File: config.mk
export PLATFORM = sky130hd
export DESIGN_NAME = rectangle_pixel_write_engine
export DESIGN_NICKNAME = d
export VERILOG_FILES = /design/src/rpwe_pkg.sv /design/src/rectangle_pixel_write_engine.sv
export SDC_FILE = /design/constraint.sdc
export NUM_CORES = 1
export LEC_CHECK = 0
export ABC_AREA = 0
export ABC_CLOCK_PERIOD_IN_PS = 9200
export BUFFER_PORTS_ARGS = -buffer_cell sky130_fd_sc_hd__buf_2
export CAP_MARGIN = 0
export CORE_ASPECT_RATIO = 0.6
export CORE_MARGIN = 2
export CORE_UTILIZATION = 62
export DETAILED_ROUTE_END_ITERATION = 7
export PLACE_DENSITY = 0.84
export SETUP_SLACK_MARGIN = 0.5
export SLEW_MARGIN = 10
export SYNTH_ARGS = -nofsm -noshare
export SYNTH_HDL_FRONTEND = slang
export SYNTH_SLANG_ARGS = --single-unit
export TNS_END_PERCENT = 30
File: constraint.sdc
create_clock -name clk_i -period 9.2 [get_ports clk_i]
set_input_delay 0.46 -clock clk_i [delete_from_list [all_inputs] [get_ports clk_i]]
set_output_delay 0.46 -clock clk_i [all_outputs]
set_load 0.02 [all_outputs]
File: src/rpwe_pkg.sv
`timescale 1ns / 1ps
// ----------------------------------------------------------------------------
// rpwe_pkg
// Shared constants, codes and helper functions for the rectangle pixel
// write engine.
// ----------------------------------------------------------------------------
package rpwe_pkg;

  // Default geometry and address widths
  localparam int unsigned CoordBitsDefault = 12;
  localparam int unsigned AddrBitsDefault  = 32;

  // Fixed register widths
  localparam int unsigned FbBaseBits   = 32;
  localparam int unsigned ScreenBits   = 12;
  localparam int unsigned PitchBits    = 14;
  localparam int unsigned FormatBits   = 3;
  localparam int unsigned CfgIndexBits = 3;
  localparam int unsigned CfgDataBits  = 32;
  localparam int unsigned DataBits     = 32;
  localparam int unsigned BytesBits    = 3;
  localparam int unsigned ChanBits     = 8;

  // Configuration register indexes
  localparam logic [CfgIndexBits-1:0] CFG_FB_BASE       = 3'd0;
  localparam logic [CfgIndexBits-1:0] CFG_SCREEN_WIDTH  = 3'd1;
  localparam logic [CfgIndexBits-1:0] CFG_SCREEN_HEIGHT = 3'd2;
  localparam logic [CfgIndexBits-1:0] CFG_LINE_PITCH    = 3'd3;
  localparam logic [CfgIndexBits-1:0] CFG_PIXEL_FORMAT  = 3'd4;

  // Register reset values
  localparam logic [FbBaseBits-1:0] FB_BASE_RST       = 32'hE000_0000;
  localparam logic [ScreenBits-1:0] SCREEN_WIDTH_RST  = 12'd1024;
  localparam logic [ScreenBits-1:0] SCREEN_HEIGHT_RST = 12'd768;
  localparam logic [PitchBits-1:0]  LINE_PITCH_RST    = 14'd2048;

  // Pixel formats
  localparam logic [FormatBits-1:0] FMT_INDEXED8 = 3'd0;
  localparam logic [FormatBits-1:0] FMT_RGB555   = 3'd1;
  localparam logic [FormatBits-1:0] FMT_RGB565   = 3'd2;
  localparam logic [FormatBits-1:0] FMT_RGB888   = 3'd3;
  localparam logic [FormatBits-1:0] FMT_RGBA8888 = 3'd4;

  // Request modes
  localparam logic MODE_START = 1'b0;
  localparam logic MODE_STEP  = 1'b1;

  // Outline walk phases
  localparam logic [1:0] PH_TOP    = 2'd0;
  localparam logic [1:0] PH_BOTTOM = 2'd1;
  localparam logic [1:0] PH_LEFT   = 2'd2;
  localparam logic [1:0] PH_RIGHT  = 2'd3;

  // Bytes per pixel; unknown formats behave as rgb888
  function automatic logic [BytesBits-1:0] bytes_of(input logic [FormatBits-1:0] fmt);
    logic [BytesBits-1:0] nb;
    unique case (fmt)
      FMT_INDEXED8: nb = 3'd1;
      FMT_RGB555:   nb = 3'd2;
      FMT_RGB565:   nb = 3'd2;
      FMT_RGBA8888: nb = 3'd4;
      default:      nb = 3'd3;
    endcase
    return nb;
  endfunction

  // Pack a colour for the given format
  function automatic logic [DataBits-1:0] pack_colour(
    input logic [FormatBits-1:0] fmt,
    input logic [ChanBits-1:0]   r,
    input logic [ChanBits-1:0]   g,
    input logic [ChanBits-1:0]   b,
    input logic [ChanBits-1:0]   a
  );
    logic [DataBits-1:0] px;
    unique case (fmt)
      FMT_INDEXED8: px = {24'd0, b};
      FMT_RGB555:   px = {17'd0, r[7:3], g[7:3], b[7:3]};
      FMT_RGB565:   px = {16'd0, r[7:3], g[7:2], b[7:3]};
      FMT_RGBA8888: px = {a, r, g, b};
      default:      px = {8'd0, r, g, b};
    endcase
    return px;
  endfunction

endpackage

File: src/rectangle_pixel_write_engine.sv
`timescale 1ns / 1ps
// Pipeline: an accepted request is registered in the walk stage register, then the
// address stage computes its result into the output register with a 13x14 multiply.
// Throughput: one request per cycle while the output is not stalled.
// Backpressure on the output stalls both stages; input ready drops only then.
// Reset: asynchronous, active low; engine idle, configuration registers at their defaults.
// ----------------------------------------------------------------------------
// rectangle_pixel_write_engine
// Walks a filled or outlined rectangle one candidate pixel per step request
// and issues clipped framebuffer writes with packed colour data.
// ----------------------------------------------------------------------------
module rectangle_pixel_write_engine #(
  parameter int unsigned COORD_BITS = rpwe_pkg::CoordBitsDefault,
  parameter int unsigned ADDR_BITS  = rpwe_pkg::AddrBitsDefault
) (
  input  logic                              clk_i,
  input  logic                              rst_ni,
  // Configuration write port
  input  logic                              cfg_we_i,
  input  logic [rpwe_pkg::CfgIndexBits-1:0] cfg_index_i,
  input  logic [rpwe_pkg::CfgDataBits-1:0]  cfg_data_i,
  // Request channel
  input  logic                              in_valid_i,
  output logic                              in_ready_o,
  input  logic                              mode_i,
  input  logic [COORD_BITS-1:0]             rect_x_i,
  input  logic [COORD_BITS-1:0]             rect_y_i,
  input  logic [COORD_BITS-1:0]             rect_w_i,
  input  logic [COORD_BITS-1:0]             rect_h_i,
  input  logic [rpwe_pkg::ChanBits-1:0]     red_i,
  input  logic [rpwe_pkg::ChanBits-1:0]     green_i,
  input  logic [rpwe_pkg::ChanBits-1:0]     blue_i,
  input  logic [rpwe_pkg::ChanBits-1:0]     alpha_i,
  input  logic                              filled_i,
  // Result channel
  output logic                              out_valid_o,
  input  logic                              out_ready_i,
  output logic                              write_valid_o,
  output logic [rpwe_pkg::DataBits-1:0]     write_address_o,
  output logic [rpwe_pkg::DataBits-1:0]     write_data_o,
  output logic [rpwe_pkg::BytesBits-1:0]    write_bytes_o,
  output logic                              done_res_o
);
  import rpwe_pkg::*;

  localparam int unsigned WB = COORD_BITS + 1;                      // walk/pixel coords
  localparam int unsigned SW = (ADDR_BITS > DataBits) ? ADDR_BITS : DataBits;
  localparam int unsigned RB = WB + PitchBits;                      // row offset width
  localparam int unsigned CB = WB + BytesBits;                      // column offset width
  localparam int unsigned KB = (WB > ScreenBits) ? WB : ScreenBits; // clip compare width
  localparam logic [SW-1:0] ADDR_MASK = {SW{1'b1}} >> (SW - ADDR_BITS);

  // --------------------------------------------------------------------------
  // Configuration registers
  // --------------------------------------------------------------------------
  logic [FbBaseBits-1:0] fb_base_q;
  logic [ScreenBits-1:0] screen_width_q, screen_height_q;
  logic [PitchBits-1:0]  line_pitch_q;
  logic [FormatBits-1:0] pixel_format_q;

  always_ff @(posedge clk_i or negedge rst_ni) begin
    if (!rst_ni) begin
      fb_base_q       <= FB_BASE_RST;
      screen_width_q  <= SCREEN_WIDTH_RST;
      screen_height_q <= SCREEN_HEIGHT_RST;
      line_pitch_q    <= LINE_PITCH_RST;
      pixel_format_q  <= FMT_RGB565;
    end else if (cfg_we_i) begin
      unique case (cfg_index_i)
        CFG_FB_BASE:       fb_base_q       <= cfg_data_i[FbBaseBits-1:0];
        CFG_SCREEN_WIDTH:  screen_width_q  <= cfg_data_i[ScreenBits-1:0];
        CFG_SCREEN_HEIGHT: screen_height_q <= cfg_data_i[ScreenBits-1:0];
        CFG_LINE_PITCH:    line_pitch_q    <= cfg_data_i[PitchBits-1:0];
        CFG_PIXEL_FORMAT:  pixel_format_q  <= cfg_data_i[FormatBits-1:0];
        default: ;
      endcase
    end
  end

  // --------------------------------------------------------------------------
  // Pipeline handshake
  // --------------------------------------------------------------------------
  logic s1_valid_q;
  logic s2_advance, s1_advance, in_accept;

  assign s2_advance = out_ready_i || !out_valid_o;
  assign s1_advance = s1_valid_q && s2_advance;
  assign in_ready_o = !s1_valid_q || s2_advance;
  assign in_accept  = in_valid_i && in_ready_o;

  // --------------------------------------------------------------------------
  // Rectangle walk state
  // --------------------------------------------------------------------------
  logic [COORD_BITS-1:0] origin_col_q, origin_row_q, span_cols_q, span_rows_q;
  logic [DataBits-1:0]   packed_colour_q;
  logic                  fill_flag_q, active_q;
  logic [WB-1:0]         walk_col_q, walk_row_q;
  logic [1:0]            phase_q;

  logic [COORD_BITS-1:0] origin_col_d, origin_row_d, span_cols_d, span_rows_d;
  logic [DataBits-1:0]   packed_colour_d;
  logic                  fill_flag_d, active_d;
  logic [WB-1:0]         walk_col_d, walk_row_d;
  logic [1:0]            phase_d;

  logic [WB-1:0] col_first, col_last, row_first, row_last, col_walk, row_walk;
  logic          col_end, row_end;
  logic [WB-1:0] cand_col, cand_row;
  logic          cand, last;

  // Candidate pixel and next walk state for the current request
  always_comb begin
    col_walk  = WB'(origin_col_q) + walk_col_q;
    row_walk  = WB'(origin_row_q) + walk_row_q;
    col_first = WB'(origin_col_q);
    row_first = WB'(origin_row_q);
    col_last  = WB'(origin_col_q) + WB'(span_cols_q) - WB'(1);
    row_last  = WB'(origin_row_q) + WB'(span_rows_q) - WB'(1);
    col_end   = (walk_col_q + WB'(1)) >= WB'(span_cols_q);
    row_end   = (walk_row_q + WB'(1)) >= WB'(span_rows_q);

    origin_col_d    = origin_col_q;
    origin_row_d    = origin_row_q;
    span_cols_d     = span_cols_q;
    span_rows_d     = span_rows_q;
    packed_colour_d = packed_colour_q;
    fill_flag_d     = fill_flag_q;
    active_d        = active_q;
    walk_col_d      = walk_col_q;
    walk_row_d      = walk_row_q;
    phase_d         = phase_q;
    cand_col        = col_walk;
    cand_row        = row_walk;
    cand            = 1'b0;
    last            = 1'b0;

    if (mode_i == MODE_START) begin
      // Latch a new rectangle; empty ones leave the engine idle
      origin_col_d    = rect_x_i;
      origin_row_d    = rect_y_i;
      span_cols_d     = rect_w_i;
      span_rows_d     = rect_h_i;
      packed_colour_d = pack_colour(pixel_format_q, red_i, green_i, blue_i, alpha_i);
      fill_flag_d     = filled_i;
      walk_col_d      = '0;
      walk_row_d      = '0;
      phase_d         = PH_TOP;
      active_d        = (rect_w_i != '0) && (rect_h_i != '0);
    end else if (active_q) begin
      cand = 1'b1;
      if (fill_flag_q) begin
        // Filled: raster order
        if (col_end) begin
          walk_col_d = '0;
          if (row_end) last = 1'b1;
          else         walk_row_d = walk_row_q + WB'(1);
        end else begin
          walk_col_d = walk_col_q + WB'(1);
        end
      end else begin
        // Outline: top/bottom per column, then left/right per row
        unique case (phase_q)
          PH_TOP: begin
            cand_row = row_first;
            phase_d  = PH_BOTTOM;
          end
          PH_BOTTOM: begin
            cand_row = row_last;
            if (col_end) begin
              walk_col_d = '0;
              phase_d    = PH_LEFT;
            end else begin
              walk_col_d = walk_col_q + WB'(1);
              phase_d    = PH_TOP;
            end
          end
          PH_LEFT: begin
            cand_col = col_first;
            phase_d  = PH_RIGHT;
          end
          default: begin
            cand_col = col_last;
            if (row_end) begin
              last = 1'b1;
            end else begin
              walk_row_d = walk_row_q + WB'(1);
              phase_d    = PH_LEFT;
            end
          end
        endcase
      end
      if (last) begin
        active_d   = 1'b0;
        walk_col_d = '0;
        walk_row_d = '0;
        phase_d    = PH_TOP;
      end
    end
  end

  always_ff @(posedge clk_i or negedge rst_ni) begin
    if (!rst_ni) begin
      origin_col_q    <= '0;
      origin_row_q    <= '0;
      span_cols_q     <= '0;
      span_rows_q     <= '0;
      packed_colour_q <= '0;
      fill_flag_q     <= 1'b0;
      active_q        <= 1'b0;
      walk_col_q      <= '0;
      walk_row_q      <= '0;
      phase_q         <= PH_TOP;
    end else if (in_accept) begin
      origin_col_q    <= origin_col_d;
      origin_row_q    <= origin_row_d;
      span_cols_q     <= span_cols_d;
      span_rows_q     <= span_rows_d;
      packed_colour_q <= packed_colour_d;
      fill_flag_q     <= fill_flag_d;
      active_q        <= active_d;
      walk_col_q      <= walk_col_d;
      walk_row_q      <= walk_row_d;
      phase_q         <= phase_d;
    end
  end

  // --------------------------------------------------------------------------
  // Stage 1: candidate register
  // --------------------------------------------------------------------------
  logic                s1_cand_q, s1_done_q;
  logic [WB-1:0]       s1_col_q, s1_row_q;
  logic [DataBits-1:0] s1_colour_q;
  logic                done_d;

  always_comb begin
    if (mode_i == MODE_START) done_d = !active_d;
    else if (!active_q)       done_d = 1'b1;
    else                      done_d = last;
  end

  always_ff @(posedge clk_i or negedge rst_ni) begin
    if (!rst_ni) begin
      s1_valid_q <= 1'b0;
    end else if (in_accept) begin
      s1_valid_q <= 1'b1;
    end else if (s1_advance) begin
      s1_valid_q <= 1'b0;
    end
  end

  always_ff @(posedge clk_i) begin
    if (in_accept) begin
      s1_cand_q   <= cand;
      s1_done_q   <= done_d;
      s1_col_q    <= cand_col;
      s1_row_q    <= cand_row;
      s1_colour_q <= packed_colour_q;
    end
  end

  // --------------------------------------------------------------------------
  // Stage 2: clip and address into the output register
  // --------------------------------------------------------------------------
  logic [BytesBits-1:0] nb;
  logic [RB-1:0]        row_off;
  logic [CB-1:0]        col_off;
  logic [SW-1:0]        addr_sum;
  logic                 visible;

  assign nb       = bytes_of(pixel_format_q);
  assign row_off  = RB'(s1_row_q) * RB'(line_pitch_q);
  assign col_off  = CB'(s1_col_q) * CB'(nb);
  assign addr_sum = (SW'(fb_base_q) + SW'(row_off) + SW'(col_off)) & ADDR_MASK;
  assign visible  = s1_cand_q && (KB'(s1_col_q) < KB'(screen_width_q))
                    && (KB'(s1_row_q) < KB'(screen_height_q));

  always_ff @(posedge clk_i or negedge rst_ni) begin
    if (!rst_ni) begin
      out_valid_o <= 1'b0;
    end else if (s2_advance) begin
      out_valid_o <= s1_valid_q;
    end
  end

  always_ff @(posedge clk_i) begin
    if (s1_advance) begin
      write_valid_o   <= visible;
      write_address_o <= visible ? addr_sum[DataBits-1:0] : '0;
      write_data_o    <= visible ? s1_colour_q : '0;
      write_bytes_o   <= visible ? nb : '0;
      done_res_o      <= s1_done_q;
    end
  end

  // --------------------------------------------------------------------------
  // Assertions
  // --------------------------------------------------------------------------
  a_nowrite_zero: assert property (@(posedge clk_i) disable iff (!rst_ni)
    out_valid_o && !write_valid_o |-> (write_bytes_o == '0) && (write_address_o == '0)
                                      && (write_data_o == '0))
    else $error("suppressed write carries nonzero payload");

  a_write_bytes: assert property (@(posedge clk_i) disable iff (!rst_ni)
    out_valid_o && write_valid_o |-> (write_bytes_o != '0))
    else $error("visible write with zero byte count");

  a_empty_idle: assert property (@(posedge clk_i) disable iff (!rst_ni)
    in_accept && (mode_i == MODE_START) && ((rect_w_i == '0) || (rect_h_i == '0))
      |=> !active_q)
    else $error("empty rectangle left engine active");

  a_stall_cause: assert property (@(posedge clk_i) disable iff (!rst_ni)
    !in_ready_o |-> s1_valid_q && out_valid_o && !out_ready_i)
    else $error("input stalled without downstream backpressure");

endmodule

# == Yosys cells after proc, flatten, opt, wreduce, memory -nomap -nowiden ==
# Cells that the tools add are included.
# totals
latch_bits,0
reg_bits,314
rom_bits,0
ramBits,0
memories,0
out_inout_bits,71
# classes
eq_ne,15
addsub,10
reduce_logical,28
n_lt_le_gt_ge,4
n_mul,2
bitwise,1
n_mux,44
div,0
shift,0
# op_table
cell,count
2-to-1 mux 13 bit,19
case mux 32 bit (4 select lines),1
case mux 13 bit (2 select lines),2
adder 32 x 16 -> 32 bit,1
adder 32 x 27 -> 32 bit,1
multiplier 13 x 14 -> 27 bit,1
adder 12 x 12 -> 13 bit,2
adder 12 x 13 -> 13 bit,2
adder 13 x 1 -> 13 bit (second input constant),2
greater-or-equal comparator 13 x 12 -> 1 bit,2
< comparator 13 x 12 -> 1 bit,2
subtractor 13 x 1 -> 13 bit (second input constant),2
nonzero test 12 bit,2
multiplier 13 x 3 -> 16 bit,1
2-to-1 mux 1 bit,14
2-to-1 mux 2 bit,6
AND reduction 2 bit,6
equality test 3 x 2 -> 1 bit (second input constant),3
case mux 3 bit (3 select lines),1
!= test 4 x 2 -> 1 bit (second input constant),2
AND reduction 4 bit,2
equality test 3 x 1 -> 1 bit (second input constant),2
equality test 3 bit (second input constant),2
logical NOT 3 bit,2
other kinds (16),24

# == Depth between registers and ports, before layout ==
# Gate-level depths: netlist of run 1.
# depth
depth_word,12
depth_mapped,25
mapped_depth_nobuf,23

# == Least setup slack after synthesis of run 1 ==
# Ideal clock, no wire load.
# synth_path
kind,register to register
start,reg pixel_format_q[1]
end,"reg write_address_o[29] in the netlist's numbering, data pin"
t_required_ns,8.934
arrival_time_ns,6.501
path_stages_with_launch,24
slack_ns,2.433
synth_period_minus_slack_ns,6.767
path_buffers,2
path_cell_list,dfstp_2 -> clkbuf_1 -> nor2_1 -> and2_1 -> clkbuf_1 -> nand2_1 -> fa_1 -> fa_1 -> inv_1 -> fa_1 -> inv_1 -> fa_1 -> fa_1 -> fa_1 -> inv_1 -> ha_1 -> a21oi_1 -> a21boi_0 -> o311ai_0 -> a21oi_1 -> or3_1 -> a41oi_1 -> xor2_1 -> nor2_1
# synth_between
elab_chain_len,5
word_cells_on_any_way,8
# synth_lines
item,line,source
start: declaration,rectangle_pixel_write_engine.sv:59,logic [FormatBits-1:0] pixel_format_q;
start signal: assignment,rectangle_pixel_write_engine.sv:74,CFG_PIXEL_FORMAT: pixel_format_q <= cfg_data_i[FormatBits-1:0];
equality test 3 x 2 -> 1 bit / equality test 3 x 1 -> 1 bit (equally long branches),rpwe_pkg.sv:57,unique case (fmt)
OR reduction 2 bit (no source line),n/a,
case mux 3 bit (3 select lines) (*),rpwe_pkg.sv:57,
multiplier 13 x 3 -> 16 bit (*),rectangle_pixel_write_engine.sv:272,assign col_off = CB'(s1_col_q) * CB'(nb);
adder 32 x 16 -> 32 bit (*),rectangle_pixel_write_engine.sv:273,assign addr_sum = (SW'(fb_base_q) + SW'(row_off) + SW'(col_off)) & ADDR_MASK;
end signal: assignment,rectangle_pixel_write_engine.sv:288,write_address_o <= visible ? addr_sum[DataBits-1:0] : '0;
end: declaration,rectangle_pixel_write_engine.sv:39,"output logic [rpwe_pkg::DataBits-1:0] write_address_o,"
# Every way passes the cells marked *; elsewhere a longest branch is shown, timed or not.
# A chain may end at the register's enable or synchronous reset.

# == Final worst setup path of run 1 ==
# layout_path
start,reg pixel_format_q[2]
end,"reg write_address_o[29] in the netlist's numbering, data pin"
# The elaborated chain is that of the path after synthesis.

==> impl_metrics.csv, run 1 <==
group,metric,value,unit
status,outcome,"completed",
global_route,met1_usage,0.4833,
clock_network,clockRootBuffer,"clkbuf_16",
cells_and_area,drive_gt1_frac,0.1325,
global_route,grt_util_met3,0.07973,
timing,rsz0062_at_grt,"false",
floorplan,fp.dieW,261.1,um
timing,hold_viol,0,
synthesis,seq_area_frac_synth,0.3463,
synthesis,synth_cell_types,65,
timing,drv_slew,0,
placement,post-place-ws,1.510,ns
global_route,grt_pass1_wl,102500,um
timing,timing.final.crit_share,0.8610,
synthesis,synthArstFlopShare,0.5892,
timing,setup_viol,0,
placement,placed_cells,3121,
worst_setup_path,crit_path_max_fanout,26,
floorplan,io-pin-count,193,
cells_and_area,syn_to_final_growth,9.773,%
clock_network,clock_sinks,314,
clock_network,h-tree-depth,1,
timing,maxSlewHeadroom,0.2400,
global_route,grt_pass1_vias,18486,
route,wirelength,65070,um
cells_and_area,nets,3168,
clock_network,clk_transition_reported_paths,0.07,ns
global_route,grt-ovfl-total,0,
route,ant_nets,0,
floorplan,dieArea,0.04131,mm^2
worst_setup_path,crit_top_cell,"fa_1",
global_route,grt_max_degree,83,
synthesis,synth_top_area_frac,0.1802,
route,drc,0,
flow_run,cap_violations,0,
worst_setup_path,crit_buf_inv,3,
placement,hpwl,49940,um
global_route,grt_use_met2,0.4836,
hold_path,min_path_type,"in2reg",
synthesis,synthCells,2486,
placement,place.gp.congestion,0.9713,
route,dr.pass1.iters,7,
synthesis,yosys_warnings,0,
floorplan,num_rows,56,
global_route,grt.busiest_layer,"met2",
timing,fin_skew,0.05289,ns
cells_and_area,multi_input_area,0.01412,mm^2
route,via_count,18539,
clock_network,cts_made_buffers,30,
timing,timing.setup.tns,0,ns
global_route,track_usage,0.3246,
synthesis,synth.area.top_cells,"dfrtp_1, fa_1, edfxtp_1",
cells_and_area,final_cells,3182,
clock_network,clk_latency,0.63,ns
synthesis,synth_edf_count,129,
worst_setup_path,cp-start-kind,"flip-flop",
synthesis,syn_area,0.02458,mm^2
synthesis,synth_seq_cells,314,
placement,port_buffers,192,
worst_setup_path,crit_family,"adder cells",
global_route,antenna_found_initial,6,
synthesis,avgSynthCellArea,9.888,um^2
timing,tightest_slew,1.140,ns
cells_and_area,fillers,2894,
timing,fmax,126.2,MHz
timing,fin_ws,1.279,ns
floorplan,core_area,0.03910,mm^2
cells_and_area,regArea,0.008513,mm^2
worst_setup_path,cpMaxStageDelayCell,"dfrtp_1",
worst_setup_path,critPathCaptureType,"flip-flop",
worst_setup_path,cp_data_required_time,9.53,ns
worst_setup_path,cp.arrival,8.25,ns
route,wl_per_cell,20.45,um
synthesis,yosys.area.top_type,"dfrtp_1",
worst_setup_path,worstPathCellList,"and2_1 > nand2_1 > fa_1 > fa_1 > inv_1 > fa_1 > inv_1 > fa_1 > fa_1 > fa_1 > inv_1 > ha_1 > a21oi_1 > a21boi_0 > o311ai_0 > a21oi_1 > or3_1 > a41oi_1 > xor2_1 > nor2_1",
timing,fin_hold_ws,0.04823,ns
clock_network,cts_tree,"built",
route,vias_per_cell,5.826,
floorplan,start_util,0.6287,
route,drtIter0Drc,1978,
timing,fin_crit,7.921,ns
clock_network,clockBufferDepth,3,
worst_setup_path,slowest_delay,0.96,ns
worst_setup_path,path_class,"reg2reg",
synthesis,synthFlopType,"dfrtp_1",
clock_network,cts_setup_buffers,0,
floorplan,dieHeight,158.2,um
synthesis,syn-num-nets,3022,
clock_network,cts_resized,0,
synthesized netlist by cell type, types with 5 or more instances:
library cell  instances
o211ai_1              5
clkbuf_1             82
nand2b_1             20
or3_1                12
a21o_1               31
buf_1                 6
o31ai_1               6
a21oi_1              82
nor2b_1              28
ha_1                215
a211oi_1             13
o21ai_0             142
nand2_1             269
a22oi_1              18
edfxtp_1            129
nor4_1                8
inv_1               426
nor2_1              109
dfrtp_1             177
o21a_1                7
xor2_1               30
nand3_1              37
xnor2_1              44
mux2i_1              28
o21bai_1              6
nand4_1               9
and2_1              137
fa_1                199
mux2_2               82
dfstp_2               8
and3_1               23
a21boi_0              5
nor3_1               27
cells in the final DEF (no fill, tap or decap), types with 7 or more instances in the layout:
master	count
nor3_1	26
nand2_1	268
nor2_1	109
nor4_1	8
a211oi_1	13
nor2b_1	28
mux2_2	82
buf_4	13
buf_2	191
xor2_1	30
or3_1	12
o21a_1	7
xnor2_1	44
mux2i_1	28
fa_1	199
and2_1	135
o21ai_0	142
a21o_1	31
ha_1	215
nand3_1	37
nand4_1	9
and3_1	23
edfxtp_1	129
dfrtp_1	177
a22oi_1	18
dfstp_2	8
clkbuf_1	11
a21oi_1	82
inv_1	426
nand2b_1	20
clkbuf_16	30
layout make-up:
| cell class | instances | area share |
|---|---|---|
| repair buffers | 206 | 0.03992 |
| flip-flops and latches | 314 | 0.3155 |
| inverters | 426 | 0.05926 |
| diodes | 4 | 0.0003710 |
| clock inverters | 13 | 0.007048 |
| multi-input cells | 1654 | 0.5233 |
| well taps | 522 | 0.02420 |
| clock buffers | 43 | 0.03037 |
registers in the layout (all words and copies together) (netlist names), 12 cells and up:
register	cells
span_cols_q	12
fb_base_q	32
line_pitch_q	14
write_address_o	32
origin_row_q	12
origin_col_q	12
screen_height_q	12
walk_row_q	13
walk_col_q	13
s1_row_q	13
screen_width_q	12
s1_col_q	13
write_data_o	32
packed_colour_q	32
s1_colour_q	32
span_rows_q	12
per-stage QoR:
step | util | instance area [um^2]
6_report | 0.6902 | 26980
5_1_grt | 0.6901 | 26980
4_1_cts | 0.6899 | 26970
3_5_place_dp | 0.6638 | 25950
3_3_place_gp | 0.6638 | 25950
2_1_floorplan | - | 24580
tightest hold or removal path, cell delays in order:
cell and delay (ns):
buf_2 0.07, nand2_1 0.03, o21ai_0 0.06
kinds of logic after synthesis:
family | count (synthesis) | share of synthesized area
muxes | 110 | 0.04897
and+or+nand+nor | 696 | 0.1367
buffers and inverters | 518 | 0.08007
adders and majority gates | 414 | 0.2715
AOI/OAI and AO/OA | 360 | 0.09009
DFF | 314 | 0.3463
xor gates and xnor gates | 74 | 0.02637
per-layer routing:
layer | wire length [um] | part of all wire
met5 | 27 | 0.00041
met4 | 1397 | 0.021
met3 | 7415 | 0.11
met2 | 27890 | 0.43
met1 | 28340 | 0.44
worst paths after layout:
kind,from,slack (ns),depth (start not counted),endpoint
min,cfg_data_i[25],0.05,3,fb_base_q[25]
max in group asynchronous,rst_ni,7.48,3,screen_width_q[4]
min in group asynchronous,rst_ni,0.37,2,span_rows_q[11]
max,pixel_format_q[2],1.28,20,write_address_o[29]
max reg2reg,pixel_format_q[2],1.28,20,write_address_o[29]
min reg2reg,packed_colour_q[31],0.45,0,s1_colour_q[31]
repair_timing:
action / CTS / global route
hold buffers: 1 / 0
setup endpoints to repair: 0 / 0
endpoints found under the hold margin: 53 / 0
Power of run 1 is left out: the tool's default activity adds up to more than one toggle a clock period on the data nets, which glitch-free logic cannot reach.
==> run 2, diff against run 1 <==
- REMOVE_ABC_BUFFERS: default -> 1
==> impl_metrics.csv, run 2 (same netlist as run 1, synthesis figures left out) <==
group,metric,value,unit
cells_and_area,layout_common_cells,"inv_1, nand2_1, ha_1",
placement,hpwl,44070,um
worst_setup_path,path_class,"reg2reg",
worst_setup_path,cp.arrival,8.00,ns
cells_and_area,final_cell_area,0.02693,mm^2
clock_network,hold_buffers,0,
route,wirelength,57730,um
route,ant_nets,0,
floorplan,dieHeight,158.2,um
placement,placed_cells,3117,
cells_and_area,final_common_cell,"inv_1",
timing,fmax,129.9,MHz
worst_setup_path,rr_worst_depth,20,
placement,port_buffers,192,
timing,fin_crit,7.700,ns
clock_network,clockRootBuffer,"clkbuf_16",
worst_setup_path,crit_path_max_fanout,26,
cells_and_area,nets,3163,
timing,drv_slew,0,
worst_setup_path,critPathCaptureType,"flip-flop",
placement,place_area,0.02592,mm^2
worst_setup_path,cp-start-kind,"flip-flop",
global_route,grt_pass1_vias,17837,
route,via_count,17964,
floorplan,dieArea,0.04131,mm^2
timing,hold_viol,5,
status,violations,"hold timing",
clock_network,cts_made_buffers,30,
clock_network,cts_setup_buffers,0,
route,drtIter0Drc,1623,
cells_and_area,fillers,2921,
clock_network,clockBufferDepth,3,
placement,place.gp.congestion,0.9357,
cells_and_area,final_cells,3173,
clock_network,h-tree-depth,1,
timing,rsz0062_at_grt,"false",
global_route,track_usage,0.2840,
flow_run,cap_violations,0,
cells_and_area,drive_gt1_frac,0.1324,
clock_network,clock_sinks,314,
floorplan,fp.dieW,261.1,um
global_route,grt_max_degree,122,
status,outcome,"finished with violations",
clock_network,cts_resized,0,
placement,post-place-ws,1.618,ns
floorplan,num_rows,56,
timing,fin_ws,1.500,ns
route,wl_per_cell,18.19,um
route,drc,0,
timing,fin_skew,0.04311,ns
clock_network,clk_latency,0.62,ns
clock_network,clk_transition_reported_paths,0.07,ns
timing,maxSlewHeadroom,0.2873,
worst_setup_path,cp_data_required_time,9.51,ns
hold_path,min_path_type,"in2async",
timing,timing.setup.tns,0,ns
route,vias_per_cell,5.662,
cells_and_area,syn_to_final_growth,9.575,%
floorplan,io-pin-count,193,
global_route,grt-ovfl-total,0,
route,dr.pass1.iters,7,
timing,fin_hold_ws,-0.01594,ns
global_route,grt_pass1_wl,92180,um
timing,tightest_slew,1.069,ns
global_route,antenna_found_initial,0,
clock_network,cts_tree,"built",
timing,setup_viol,0,
floorplan,core_area,0.03910,mm^2
timing,timing.final.crit_share,0.8369,
floorplan,start_util,0.6287,
cells_and_area,antenna_cells,0,
run 2: metal layers:
layer / vias to the layer above / GRT usage / wire (um)
met5: - / 0 / 0
met4: 0 / 0.06818 / 1432
met3: 117 / 0.05331 / 5097
met2: 807 / 0.4529 / 25960
met1: 8649 / 0.4053 / 25240
li1: 8391 / - / -
run 2: final timing paths:
| check | to | slack, ns | start |
|---|---|---|---|
| worst max-delay path | write_address_o[29] | 1.50 | pixel_format_q[2] |
| worst min-delay path | packed_colour_q[1] | -0.02 | rst_ni |
| worst max register to register | write_address_o[29] | 1.50 | pixel_format_q[2] |
| worst min register to register | done_res_o | 0.43 | s1_done_q |
| max in group asynchronous | line_pitch_q[0] | 7.74 | rst_ni |
| min in group clk_i | origin_col_q[2] | 0.07 | rect_x_i[2] |
run 2: through the flow:
step / hold slack [ns] / utilization
4_1_cts: 0.04530 / 0.6888
3_3_place_gp: 0.4127 / 0.6631
3_5_place_dp: 0.4081 / 0.6631
5_1_grt: 0.05606 / 0.6889
2_1_floorplan: 0.1644 / -
6_report: -0.01594 / 0.6889
run 2: worst max-delay path: stages (launching register included):
cell and delay, ns:
dfrtp_1 0.95, and2_1 0.59, nand2_1 0.15, fa_1 0.50
fa_1 0.55, inv_1 0.05, fa_1 0.51, inv_1 0.07
fa_1 0.55, fa_1 0.44, fa_1 0.50, inv_1 0.04
ha_1 0.34, a21oi_1 0.28, a21boi_0 0.17, o311ai_0 0.52
a21oi_1 0.20, or3_1 0.44, a41oi_1 0.26, xor2_1 0.18
nor2_1 0.06
run 2: area by class of cell:
| class | count | area [um^2] | share of cell area |
|---|---|---|---|
| multi-input combinational | 1654 | 14120 | 0.5244 |
| clock buffer | 45 | 878.3 | 0.03261 |
| timing repair buffer | 201 | 1037 | 0.03851 |
| clock inverter | 11 | 130.1 | 0.004831 |
| sequential | 314 | 8513 | 0.3161 |
| tap | 522 | 653.1 | 0.02425 |
| inverter | 426 | 1599 | 0.05937 |
Power of run 2 is left out for the same reason.
